===== src/rtl/atcd_pkg.sv =====
// ----------------------------------------------------------------------------
// atcd_pkg
// Shared widths, angle constants and the per-transaction flag bundle for the
// cubic atan2 pipeline.
// ----------------------------------------------------------------------------
package atcd_pkg;

    localparam int FRAC_BITS_DEF = 8;

    localparam int IN_W  = 11;  // input component width, signed
    localparam int MAG_W = 11;  // |numerator|, at most 1024
    localparam int DEN_W = 12;  // divisor, at most 2048
    localparam int OUT_W = 9;   // angle output width
    localparam int T_W   = 8;   // signed correction term, |t| stays below 70
    localparam int ANG_W = 11;  // signed angle before mirroring

    localparam int COEF_BASE_POS = 45;
    localparam int COEF_LIN      = -56;
    localparam int COEF_CUBE     = 11;
    localparam int COEF_BASE_NEG = 135;
    localparam int ANGLE_HALF    = 180;
    localparam int ANGLE_FULL    = 360;

    typedef struct packed {
        logic y_zero;
        logic y_neg;
        logic x_neg;
        logic q_neg;
    } atcd_flags_t;

endpackage


===== src/rtl/atan2_cubic_degrees.sv =====
// Throughput: one transaction per cycle while m_ready is high; every stage
// advances when the next one is free.
// The divider takes one quotient bit per stage (FRAC_BITS + 1 stages), the polynomial three.
// Reset (aresetn low, synchronous) clears all valid bits; no state carries between items.
// ----------------------------------------------------------------------------
// atan2_cubic_degrees
// Vector angle in whole degrees from a cubic arctangent fit on a fixed-point
// ratio, with quadrant folding and mirroring for negative y.
// ----------------------------------------------------------------------------
module atan2_cubic_degrees
    import atcd_pkg::*;
#(
    parameter int FRAC_BITS = FRAC_BITS_DEF
) (
    input  logic                    aclk,
    input  logic                    aresetn,
    input  logic                    s_valid,
    output logic                    s_ready,
    input  logic signed [IN_W-1:0]  s_y_value,
    input  logic signed [IN_W-1:0]  s_x_value,
    output logic                    m_valid,
    input  logic                    m_ready,
    output logic [OUT_W-1:0]        m_angle_degrees
);

    localparam int S_W = IN_W + 2;

    // front stage: fold into numerator magnitude and divisor
    logic             fa_valid_reg;
    logic             fa_ready;
    logic [MAG_W-1:0] fa_mag_reg;
    logic [DEN_W-1:0] fa_den_reg;
    atcd_flags_t      fa_flags_reg;

    logic signed [S_W-1:0] y_ext;
    logic signed [S_W-1:0] x_ext;
    logic signed [S_W-1:0] ay;
    logic signed [S_W-1:0] num;
    logic signed [S_W-1:0] den;
    logic signed [S_W-1:0] num_abs;
    atcd_flags_t           fa_flags_next;

    logic                  div_in_ready;
    logic                  div_valid;
    logic [FRAC_BITS:0]    div_quot;
    atcd_flags_t           div_flags;

    logic                  poly_in_ready;
    logic                  poly_valid;
    logic signed [T_W-1:0] poly_term;
    atcd_flags_t           poly_flags;

    logic                  out_valid_reg;
    logic                  out_ready;
    logic [OUT_W-1:0]      angle_reg;
    logic signed [ANG_W-1:0] base;
    logic signed [ANG_W-1:0] ang_sum;
    logic signed [ANG_W-1:0] ang_fin;
    logic [OUT_W-1:0]      angle_next;

    always_comb begin
        y_ext   = S_W'(s_y_value);
        x_ext   = S_W'(s_x_value);
        ay      = y_ext[S_W-1] ? -y_ext : y_ext;
        num     = s_x_value[IN_W-1] ? (x_ext + ay) : (x_ext - ay);
        den     = s_x_value[IN_W-1] ? (ay - x_ext) : (x_ext + ay);
        num_abs = num[S_W-1] ? -num : num;
        fa_flags_next.y_zero = (s_y_value == '0);
        fa_flags_next.y_neg  = s_y_value[IN_W-1];
        fa_flags_next.x_neg  = s_x_value[IN_W-1];
        fa_flags_next.q_neg  = num[S_W-1];
    end

    assign fa_ready = !fa_valid_reg || div_in_ready;
    assign s_ready  = fa_ready;

    always_ff @(posedge aclk) begin
        if (!aresetn) begin
            fa_valid_reg <= 1'b0;
        end else if (fa_ready) begin
            fa_valid_reg <= s_valid;
        end
    end

    always_ff @(posedge aclk) begin
        if (fa_ready && s_valid) begin
            fa_mag_reg   <= num_abs[MAG_W-1:0];
            fa_den_reg   <= den[DEN_W-1:0];
            fa_flags_reg <= fa_flags_next;
        end
    end

    atcd_div #(
        .FRAC_BITS (FRAC_BITS)
    ) u_div (
        .aclk      (aclk),
        .aresetn   (aresetn),
        .in_valid  (fa_valid_reg),
        .in_ready  (div_in_ready),
        .in_mag    (fa_mag_reg),
        .in_den    (fa_den_reg),
        .in_flags  (fa_flags_reg),
        .out_valid (div_valid),
        .out_ready (poly_in_ready),
        .out_quot  (div_quot),
        .out_flags (div_flags)
    );

    atcd_poly #(
        .FRAC_BITS (FRAC_BITS)
    ) u_poly (
        .aclk      (aclk),
        .aresetn   (aresetn),
        .in_valid  (div_valid),
        .in_ready  (poly_in_ready),
        .in_quot   (div_quot),
        .in_flags  (div_flags),
        .out_valid (poly_valid),
        .out_ready (out_ready),
        .out_term  (poly_term),
        .out_flags (poly_flags)
    );

    // output stage: add quadrant base, mirror for negative y; zero y gives 0 or 180
    always_comb begin
        base    = poly_flags.x_neg ? ANG_W'(COEF_BASE_NEG) : ANG_W'(COEF_BASE_POS);
        ang_sum = base + ANG_W'(poly_term);
        ang_fin = poly_flags.y_neg ? (ANG_W'(ANGLE_FULL) - ang_sum) : ang_sum;
        if (poly_flags.y_zero) begin
            angle_next = poly_flags.x_neg ? OUT_W'(ANGLE_HALF) : '0;
        end else begin
            angle_next = ang_fin[OUT_W-1:0];
        end
    end

    assign out_ready = !out_valid_reg || m_ready;

    always_ff @(posedge aclk) begin
        if (!aresetn) begin
            out_valid_reg <= 1'b0;
        end else if (out_ready) begin
            out_valid_reg <= poly_valid;
        end
    end

    always_ff @(posedge aclk) begin
        if (out_ready && poly_valid) begin
            angle_reg <= angle_next;
        end
    end

    assign m_valid         = out_valid_reg;
    assign m_angle_degrees = angle_reg;

`ifndef ASSERT_OFF
    a_angle_range: assert property (@(posedge aclk) disable iff (!aresetn)
        m_valid |-> (m_angle_degrees <= OUT_W'(ANGLE_FULL)))
        else $error("angle beyond full circle");

    a_den_nonzero: assert property (@(posedge aclk) disable iff (!aresetn)
        (fa_valid_reg && !fa_flags_reg.y_zero) |-> (fa_den_reg != '0))
        else $error("zero divisor with nonzero y");

    // a zero vector divides by zero; its quotient is dropped later
    a_quot_bound: assert property (@(posedge aclk) disable iff (!aresetn)
        (div_valid && !div_flags.y_zero) |->
            (div_quot <= (FRAC_BITS + 1)'(1 << FRAC_BITS)))
        else $error("ratio magnitude above one");
`endif

endmodule


===== src/rtl/atcd_div.sv =====
// ----------------------------------------------------------------------------
// atcd_div
// Pipelined restoring divider: one quotient bit per stage, FRAC_BITS+1 stages.
// Computes floor(mag * 2^FRAC_BITS / den) for mag <= den.
// ----------------------------------------------------------------------------
module atcd_div
    import atcd_pkg::*;
#(
    parameter int FRAC_BITS = FRAC_BITS_DEF
) (
    input  logic              aclk,
    input  logic              aresetn,
    input  logic              in_valid,
    output logic              in_ready,
    input  logic [MAG_W-1:0]  in_mag,
    input  logic [DEN_W-1:0]  in_den,
    input  atcd_flags_t       in_flags,
    output logic              out_valid,
    input  logic              out_ready,
    output logic [FRAC_BITS:0] out_quot,
    output atcd_flags_t       out_flags
);

    localparam int STEPS = FRAC_BITS + 1;
    localparam int Q_W   = FRAC_BITS + 1;

    logic             valid_reg [STEPS];
    logic             stg_ready [STEPS];
    logic [DEN_W-1:0] rem_reg   [STEPS];
    logic [DEN_W-1:0] den_reg   [STEPS];
    logic [Q_W-1:0]   q_reg     [STEPS];
    atcd_flags_t      flags_reg [STEPS];

    genvar k;
    generate
        for (k = 0; k < STEPS; k++) begin : g_step
            logic             up_valid;
            logic             dn_ready;
            logic [DEN_W-1:0] trial;
            logic [DEN_W-1:0] up_den;
            logic [Q_W-1:0]   up_q;
            atcd_flags_t      up_flags;
            logic             ge;
            logic [DEN_W-1:0] rem_next;
            logic [Q_W-1:0]   q_next;

            if (k == 0) begin : g_first
                assign up_valid = in_valid;
                assign trial    = DEN_W'(in_mag);
                assign up_den   = in_den;
                assign up_q     = '0;
                assign up_flags = in_flags;
            end else begin : g_next
                // shift the partial remainder; the dividend's low bits are all zero
                assign up_valid = valid_reg[k-1];
                assign trial    = {rem_reg[k-1][DEN_W-2:0], 1'b0};
                assign up_den   = den_reg[k-1];
                assign up_q     = q_reg[k-1];
                assign up_flags = flags_reg[k-1];
            end

            if (k == STEPS - 1) begin : g_last
                assign dn_ready = out_ready;
            end else begin : g_mid
                assign dn_ready = stg_ready[k+1];
            end

            assign stg_ready[k] = !valid_reg[k] || dn_ready;
            assign ge           = (trial >= up_den);
            assign rem_next     = ge ? (trial - up_den) : trial;
            assign q_next       = {up_q[Q_W-2:0], ge};

            always_ff @(posedge aclk) begin
                if (!aresetn) begin
                    valid_reg[k] <= 1'b0;
                end else if (stg_ready[k]) begin
                    valid_reg[k] <= up_valid;
                end
            end

            always_ff @(posedge aclk) begin
                if (stg_ready[k] && up_valid) begin
                    rem_reg[k]   <= rem_next;
                    den_reg[k]   <= up_den;
                    q_reg[k]     <= q_next;
                    flags_reg[k] <= up_flags;
                end
            end
        end
    endgenerate

    assign in_ready  = stg_ready[0];
    assign out_valid = valid_reg[STEPS-1];
    assign out_quot  = q_reg[STEPS-1];
    assign out_flags = flags_reg[STEPS-1];

endmodule


===== src/rtl/atcd_poly.sv =====
// ----------------------------------------------------------------------------
// atcd_poly
// Three-stage polynomial datapath: signs the ratio, forms r^2, r^3 and
// the term (-56*r + 11*r^3) >>> FRAC_BITS.
// ----------------------------------------------------------------------------
module atcd_poly
    import atcd_pkg::*;
#(
    parameter int FRAC_BITS = FRAC_BITS_DEF
) (
    input  logic                aclk,
    input  logic                aresetn,
    input  logic                in_valid,
    output logic                in_ready,
    input  logic [FRAC_BITS:0]  in_quot,
    input  atcd_flags_t         in_flags,
    output logic                out_valid,
    input  logic                out_ready,
    output logic signed [T_W-1:0] out_term,
    output atcd_flags_t         out_flags
);

    localparam int Q_W   = FRAC_BITS + 1;
    localparam int R_W   = FRAC_BITS + 2;
    localparam int LIN_W = FRAC_BITS + 8;
    localparam logic signed [LIN_W-1:0] COEF_LIN_S  = LIN_W'(COEF_LIN);
    localparam logic signed [LIN_W-1:0] COEF_CUBE_S = LIN_W'(COEF_CUBE);

    // stage 1: signed ratio, square, linear term
    logic                    p1_valid_reg;
    logic                    p1_ready;
    logic signed [R_W-1:0]   p1_r_reg;
    logic [Q_W-1:0]          p1_r2_reg;
    logic signed [LIN_W-1:0] p1_lin_reg;
    atcd_flags_t             p1_flags_reg;

    logic signed [R_W-1:0]   p1_r_next;
    logic signed [2*R_W-1:0] p1_sq;
    logic [Q_W-1:0]          p1_r2_next;
    logic signed [LIN_W-1:0] p1_r_wide;
    logic signed [LIN_W-1:0] p1_lin_next;

    // stage 2: cube
    logic                    p2_valid_reg;
    logic                    p2_ready;
    logic signed [R_W-1:0]   p2_r3_reg;
    logic signed [LIN_W-1:0] p2_lin_reg;
    atcd_flags_t             p2_flags_reg;

    logic signed [2*R_W-1:0] p2_prod;
    logic signed [2*R_W-1:0] p2_prod_sh;
    logic signed [R_W-1:0]   p2_r3_next;

    // stage 3: combine and scale
    logic                    p3_valid_reg;
    logic                    p3_ready;
    logic signed [T_W-1:0]   p3_term_reg;
    atcd_flags_t             p3_flags_reg;

    logic signed [LIN_W-1:0] p3_r3_wide;
    logic signed [LIN_W-1:0] p3_sum;
    logic signed [LIN_W-1:0] p3_sum_sh;
    logic signed [T_W-1:0]   p3_term_next;

    assign p3_ready = !p3_valid_reg || out_ready;
    assign p2_ready = !p2_valid_reg || p3_ready;
    assign p1_ready = !p1_valid_reg || p2_ready;
    assign in_ready = p1_ready;

    always_comb begin
        p1_r_next   = in_flags.q_neg ? -$signed({1'b0, in_quot}) : $signed({1'b0, in_quot});
        p1_sq       = p1_r_next * p1_r_next;
        p1_r2_next  = p1_sq[FRAC_BITS +: Q_W];
        p1_r_wide   = LIN_W'(p1_r_next);
        p1_lin_next = p1_r_wide * COEF_LIN_S;
    end

    always_comb begin
        p2_prod    = $signed({1'b0, p1_r2_reg}) * p1_r_reg;
        p2_prod_sh = p2_prod >>> FRAC_BITS;
        p2_r3_next = p2_prod_sh[R_W-1:0];
    end

    always_comb begin
        p3_r3_wide   = LIN_W'(p2_r3_reg);
        p3_sum       = p2_lin_reg + p3_r3_wide * COEF_CUBE_S;
        p3_sum_sh    = p3_sum >>> FRAC_BITS;
        p3_term_next = p3_sum_sh[T_W-1:0];
    end

    always_ff @(posedge aclk) begin
        if (!aresetn) begin
            p1_valid_reg <= 1'b0;
            p2_valid_reg <= 1'b0;
            p3_valid_reg <= 1'b0;
        end else begin
            if (p1_ready) begin
                p1_valid_reg <= in_valid;
            end
            if (p2_ready) begin
                p2_valid_reg <= p1_valid_reg;
            end
            if (p3_ready) begin
                p3_valid_reg <= p2_valid_reg;
            end
        end
    end

    always_ff @(posedge aclk) begin
        if (p1_ready && in_valid) begin
            p1_r_reg     <= p1_r_next;
            p1_r2_reg    <= p1_r2_next;
            p1_lin_reg   <= p1_lin_next;
            p1_flags_reg <= in_flags;
        end
        if (p2_ready && p1_valid_reg) begin
            p2_r3_reg    <= p2_r3_next;
            p2_lin_reg   <= p1_lin_reg;
            p2_flags_reg <= p1_flags_reg;
        end
        if (p3_ready && p2_valid_reg) begin
            p3_term_reg  <= p3_term_next;
            p3_flags_reg <= p2_flags_reg;
        end
    end

    assign out_valid = p3_valid_reg;
    assign out_term  = p3_term_reg;
    assign out_flags = p3_flags_reg;

endmodule

===== config.mk =====
export PLATFORM = sky130hd
export DESIGN_NAME = atan2_cubic_degrees
export DESIGN_NICKNAME = d
export VERILOG_FILES = /design/src/rtl/atcd_pkg.sv /design/src/rtl/atan2_cubic_degrees.sv /design/src/rtl/atcd_div.sv /design/src/rtl/atcd_poly.sv
export SDC_FILE = /design/constraint.sdc
export NUM_CORES = 1
export LEC_CHECK = 0
export BUFFER_PORTS_ARGS = -buffer_cell sky130_fd_sc_hd__clkbuf_2
export CAP_MARGIN = 10
export CELL_PAD_IN_SITES_DETAIL_PLACEMENT = 0
export CELL_PAD_IN_SITES_GLOBAL_PLACEMENT = 2
export CORE_MARGIN = 5
export CORE_UTILIZATION = 35
export CTS_BUF_LIST = sky130_fd_sc_hd__clkbuf_8
export CTS_CLUSTER_DIAMETER = 120
export DETAILED_ROUTE_END_ITERATION = 10
export PLACE_DENSITY = 0.65
export SYNTH_ARGS = -nofsm -noshare
export SYNTH_HDL_FRONTEND = slang
export SYNTH_HIERARCHICAL = 1
export SYNTH_SLANG_ARGS = --single-unit
export TNS_END_PERCENT = 50

===== constraint.sdc =====
create_clock -name aclk -period 12.59 [get_ports aclk]
set_clock_uncertainty 0.1 [all_clocks]
set_input_delay 1.259 -clock aclk [delete_from_list [all_inputs] [get_ports aclk]]
set_output_delay 1.259 -clock aclk [all_outputs]
set_load 0.005 [all_outputs]

==> summary.md, run 1 <==
- **met2 usage** 24.7%
- **Max VDD drop** 0.0667 mV
- **via count of the first global-routing pass** 18508
- **combined area of the multi-input logic cells** 14600 sq um
- **die extent in y** 291 um
- **DRC errors left** 0
- **Total Nets Final** 3074
- **synthesis warning total** 6
- **per-instance average area after synthesis** 11.0 sq um
- **total power per unit cell area** 100 nW/um^2
- **total wirelength of the detailed-routed design** 57.9 mm
- **Synth-to-Final Area Change** 10.2%
- **Remaining Overflow, GRT** 0
- **setup repair after global routing missed its margin** false
- **required time of the critical path** 12850 ps
- **synthesized net count** 2991
- **global-route wire length before repair** 95.7 mm
- **quantity of gates resized following cts** 0
- **GR Util met1** 17.0%
- **setup fix buffers added after clock tree synthesis** 0
- **most common cell after layout, fill and taps aside** sky130_fd_sc_hd__inv_1
- **Final Slew Violations** 0
- **placed wire-length estimate** 45.7 mm
- **combinational share of power** 15.1%
- **status** finished, final reports clean
- **Final Cycle Share** 53.8%
- **initial antenna violation count** 1
- **category of the worst setup path launch point** flip-flop
- **fraction of final layout cells sized beyond drive strength 1** 8.97%
- **pin count of the biggest net entering global routing** 43
- **hold violation count in the final report** 0
- **area of the core** 78600 sq um
- **minimum clock period after layout** 6770 ps
- **effective utilization at floorplan** 35.1%
- **Die Footprint** 84600 sq um
- **RePlAce Congestion** 0.791
- **clk buf depth** 3
- **critical path endpoint category** flip-flop
- **average wire length per cell after detail routing** 15.6 um
- **total global routing track utilization** 13.7%
- **Worst EP arrival** 7020 ps
- **number of clock sinks seen by CTS** 383
- **Clock H-tree levels** 3
- **highest clock rate** 148 MHz
- **top library cells by usage in the layout, fill and taps aside** sky130_fd_sc_hd__inv_1, sky130_fd_sc_hd__edfxtp_1, sky130_fd_sc_hd__ha_1
- **clock latency of the later-clocked register in the worst-skew pair** 630 ps
- **number of optimization iterations in the first detailed-route pass** 4
- **max capacitance violation total** 0
- **critical path type** reg -> reg
- **share of total power in sequential cells** 48.3%
- **Vias per Instance** 4.75
- **number of violations reported at the end of detailed-routing iteration 0** 554
- **post-route ant nets** 0
- **die span in x** 291 um
- **Net Sw Power** 0.817 mW
- **Largest register FFs** 96
- **layout filler cell count** 7729
- **clock transition at the registers of the reported paths** 60 ps
- **CTS tree** yes
- **GRT Max-Usage Layer** met2
- **min-delay worst type** reg -> reg
- **accumulated negative setup slack** 0 ps
- **total number of placement rows** 103
- **area used by sequential logic in the layout** 11400 sq um
- **buffers added on ports** 36
- **P_int** 2.22 mW
- **root cell of the clock tree** sky130_fd_sc_hd__clkbuf_8
- **worst slew slack as a fraction of its limit** 17.1%
- **largest driver fanout on the critical path** 9
- **final count of negative-setup-slack endpoints** 0
- **Hold WS** 303 ps
- **Netlist Area Pre-Place** 27600 sq um
- **static power due to leakage** 12.8 nW
- **clock network fraction of design power** 36.6%
- **number of hold buffers added after CTS** 0
- **global routing usage on met3** 1.98%
- **number of buffers inserted during clock tree synthesis** 70
- **switching part of the total** 26.9%
- **Worst-Margin Slew** 1230 ps
- **number of placed I/O pins** 37
- **total via count after detailed routing** 17576
- **post-synthesis cell count** 2519
## stage by stage
step / total power [mW] / utilization [%] / instances / instance area [sq um] / setup WS, ps
6_report: 3.04 / 38.7 / 3703 / 30400 / 5820
5_1_grt: 3.22 / 38.7 / 3703 / 30400 / 5360
4_1_cts: 3.11 / 38.6 / 3699 / 30300 / 5760
3_5_place_dp: 1.96 / 36.9 / 3577 / 29000 / 5820
3_3_place_gp: 1.96 / 36.9 / 3577 / 29000 / 5890
2_1_floorplan: 1.84 / - / 2519 / 27600 / 6650
## power groups by stage
stage / clock [mW] / combinational (mW) / sequential, mW
finish: 1.11 / 0.460 / 1.47
global placement: 0 / 0.460 / 1.50
CTS: 1.17 / 0.463 / 1.47
global route: 1.23 / 0.518 / 1.47
detailed placement: 0 / 0.460 / 1.50
floorplan: 0 / 0.355 / 1.48
## layout make-up
class | instances | share of cell area (%)
Inverter | 381 | 4.71
Clock buffer | 71 | 3.21
Clock inverter | 51 | 1.04
Multi-Input combinational cell | 1719 | 48.1
Timing Repair Buffer | 47 | 1.00
Tap cell | 1050 | 4.32
Sequential cell | 383 | 37.6
Antenna cell | 1 | 0.00823
## critical path, stage by stage, from the launching register on
cell                       delay [ps]
sky130_fd_sc_hd__edfxtp_1         510
sky130_fd_sc_hd__inv_2            170
sky130_fd_sc_hd__ha_1             250
sky130_fd_sc_hd__nand3_1           90
sky130_fd_sc_hd__nand2_1           70
sky130_fd_sc_hd__xnor2_1          720
sky130_fd_sc_hd__inv_1            300
sky130_fd_sc_hd__nor2_1           270
sky130_fd_sc_hd__inv_1             90
sky130_fd_sc_hd__fa_1             600
sky130_fd_sc_hd__inv_1             60
sky130_fd_sc_hd__ha_1             290
sky130_fd_sc_hd__a21o_1           170
sky130_fd_sc_hd__fa_1             500
sky130_fd_sc_hd__fa_1             540
sky130_fd_sc_hd__inv_1             50
sky130_fd_sc_hd__fa_1             470
sky130_fd_sc_hd__inv_1             40
sky130_fd_sc_hd__ha_1             200
sky130_fd_sc_hd__a21oi_1          160
sky130_fd_sc_hd__nor2b_1           80
sky130_fd_sc_hd__nor3_1           130
sky130_fd_sc_hd__a21oi_1          150
sky130_fd_sc_hd__a311oi_1         350
sky130_fd_sc_hd__xnor2_1          110
## final timing paths
kind              slack (ps)                from             endpoint  cells after the start
setup / recovery        5820   u_div/q_reg[2][0]  u_poly/p1_r2_reg[8]                     24
hold / removal           300  u_div/q_reg[1][21]   u_div/q_reg[1][31]                      0
setup reg to reg        5820   u_div/q_reg[2][0]  u_poly/p1_r2_reg[8]                     24
hold reg to reg          300  u_div/q_reg[1][21]   u_div/q_reg[1][31]                      0
## per-layer routing
layer | up-vias | wire, um
met5 | - | 0
met4 | 0 | 1260
met3 | 87 | 1560
met2 | 174 | 29400
met1 | 8464 | 25600
li1 | 8851 | -
Power figures use the tool's default switching activity.
==> inputs of run 2 (changes only) <==
ABC_AREA = 1   (was unset)
PLACE_DENSITY = 0.68   (was 0.65)
clock period = 7.01 ns   (was 12.59 ns; I/O delays follow)
==> run 2 against run 1 <==
Compared with the run above:
- combinational power increased by 96%
- cell count up 25%
- sequential power is 80% higher
- critical path depth is 3 higher
- non-clock buffer count unchanged
- wire length increased by 23%
- utilization down 0.35 points
- worst hold slack got worse by 6.9 ps
- power rose by 87%
==> summary.md, run 2 <==
- **top library cells by usage in the layout, fill and taps aside** sky130_fd_sc_hd__nand2_1, sky130_fd_sc_hd__inv_1, sky130_fd_sc_hd__edfxtp_1
- **Net Sw Power** 1.62 mW
- **DRC errors left** 0
- **minimum clock period after layout** 6270 ps
- **largest driver fanout on the critical path** 10
- **Netlist Area Pre-Place** 30300 sq um
- **initial antenna violation count** 3
- **Worst-Margin Slew** 1090 ps
- **pin count of the biggest net entering global routing** 36
- **highest clock rate** 159 MHz
- **average wire length per cell after detail routing** 15.4 um
- **status** finished, final reports clean
- **global-route wire length before repair** 117 mm
- **post-route ant nets** 0
- **per-instance average area after synthesis** 9.09 sq um
- **via count of the first global-routing pass** 22410
- **hold violation count in the final report** 0
- **Remaining Overflow, GRT** 0
- **Max VDD drop** 0.121 mV
- **category of the worst setup path launch point** flip-flop
- **number of clock sinks seen by CTS** 383
- **clk buf depth** 3
- **min-delay worst type** reg -> reg
- **P_int** 4.07 mW
- **Die Footprint** 92600 sq um
- **clock latency of the later-clocked register in the worst-skew pair** 650 ps
- **Final Cycle Share** 89.5%
- **Worst EP arrival** 6550 ps
- **Vias per Instance** 4.62
- **number of violations reported at the end of detailed-routing iteration 0** 1059
- **total global routing track utilization** 15.4%
- **most common cell after layout, fill and taps aside** sky130_fd_sc_hd__nand2_1
- **total power per unit cell area** 172 nW/um^2
- **static power due to leakage** 15.9 nW
- **fraction of final layout cells sized beyond drive strength 1** 10.0%
- **Largest register FFs** 96
- **RePlAce Congestion** 0.828
- **buffers added on ports** 36
- **root cell of the clock tree** sky130_fd_sc_hd__clkbuf_8
- **placed wire-length estimate** 57.3 mm
- **clock network fraction of design power** 37.7%
- **number of buffers inserted during clock tree synthesis** 72
- **setup repair after global routing missed its margin** false
- **synthesized net count** 3807
- **total wirelength of the detailed-routed design** 71.3 mm
- **Total Nets Final** 3887
- **post-synthesis cell count** 3335
- **combinational share of power** 15.9%
- **accumulated negative setup slack** 0 ps
- **final count of negative-setup-slack endpoints** 0
- **required time of the critical path** 7290 ps
- **Clock H-tree levels** 3
- **number of placed I/O pins** 37
- **total number of placement rows** 108
- **quantity of gates resized following cts** 0
- **die extent in y** 304 um
- **clock transition at the registers of the reported paths** 70 ps
- **number of optimization iterations in the first detailed-route pass** 5
- **max capacitance violation total** 0
- **area of the core** 86300 sq um
- **effective utilization at floorplan** 35.1%
- **CTS tree** yes
- **Hold WS** 296 ps
- **Final Slew Violations** 0
- **worst slew slack as a fraction of its limit** 27.5%
- **share of total power in sequential cells** 46.4%
- **switching part of the total** 28.5%
- **total via count after detailed routing** 21364
- **die span in x** 304 um
- **critical path type** reg -> reg
- **critical path endpoint category** flip-flop
- **Synth-to-Final Area Change** 9.18%
- **number of hold buffers added after CTS** 0
- **setup fix buffers added after clock tree synthesis** 0
- **synthesis warning total** 6
## run 2: power by group through the flow
stage	Clock, mW	Combinational (mW)	Sequential, mW
floorplan	0	0.721	2.66
global placement	0	0.904	2.69
detailed placement	0	0.906	2.69
CTS	2.26	0.912	2.64
global route	2.35	1.03	2.64
finish	2.14	0.902	2.64
## run 2: per-layer routing
layer / routed length, um / up-vias / share of wire [%] / global-route usage (%)
met4: 1380 / 0 / 1.9 / 4.19
met3: 2070 / 84 / 2.9 / 2.05
met5: 0 / - / 0 / 0
li1: - / 10962 / - / -
met1: 33700 / 10079 / 47 / 20.4
met2: 34100 / 239 / 48 / 26.6
## run 2: area by class of cell
cell class	count	area [sq um]
clock buffers	73	1000
diodes	1	2.50
inverters	689	2600
fillers	8792	53300
flip-flops and latches	383	11400
well taps	1155	1450
multi-input cells	2222	16000
clock inverters	52	372
repair buffers	47	263
## run 2: worst paths after layout
check | from | end | slack [ps] | depth (start not counted)
setup / recovery | u_div/q_reg[2][0] | u_poly/p1_r2_reg[6] | 740 | 27
hold / removal | u_div/flags_reg[3][6] | u_div/flags_reg[4][2] | 300 | 0
setup reg to reg | u_div/q_reg[2][0] | u_poly/p1_r2_reg[6] | 740 | 27
hold reg to reg | u_div/flags_reg[3][6] | u_div/flags_reg[4][2] | 300 | 0
## run 2: stage by stage
step	instances	util (%)	total power, mW	setup WS (ps)	area [sq um]
2_1_floorplan	3335	-	3.38	1370	30300
3_3_place_gp	4496	36.7	3.59	772	31700
3_5_place_dp	4496	36.7	3.59	774	31700
4_1_cts	4621	38.3	5.81	738	33100
5_1_grt	4622	38.3	6.03	260	33100
6_report	4622	38.3	5.68	738	33100
## run 2: worst max-delay path, stage by stage, from the launching register on
cell and delay (ps):
sky130_fd_sc_hd__edfxtp_1 530, sky130_fd_sc_hd__inv_4 180, sky130_fd_sc_hd__ha_1 190, sky130_fd_sc_hd__nand2_1 90, sky130_fd_sc_hd__nor2_2 150, sky130_fd_sc_hd__nand3_1 120
sky130_fd_sc_hd__nand2_1 70, sky130_fd_sc_hd__nand2_1 60, sky130_fd_sc_hd__nand2_1 320, sky130_fd_sc_hd__inv_2 150, sky130_fd_sc_hd__nor2_1 200, sky130_fd_sc_hd__inv_1 90
sky130_fd_sc_hd__fa_1 600, sky130_fd_sc_hd__inv_1 60, sky130_fd_sc_hd__ha_1 290, sky130_fd_sc_hd__a21o_1 180, sky130_fd_sc_hd__fa_1 500, sky130_fd_sc_hd__fa_1 540
sky130_fd_sc_hd__inv_1 50, sky130_fd_sc_hd__fa_1 470, sky130_fd_sc_hd__inv_1 40, sky130_fd_sc_hd__ha_1 320, sky130_fd_sc_hd__nand2_1 100, sky130_fd_sc_hd__nor2_1 150
sky130_fd_sc_hd__nand3_1 90, sky130_fd_sc_hd__nand3_1 140, sky130_fd_sc_hd__a21oi_1 90, sky130_fd_sc_hd__xnor2_1 120
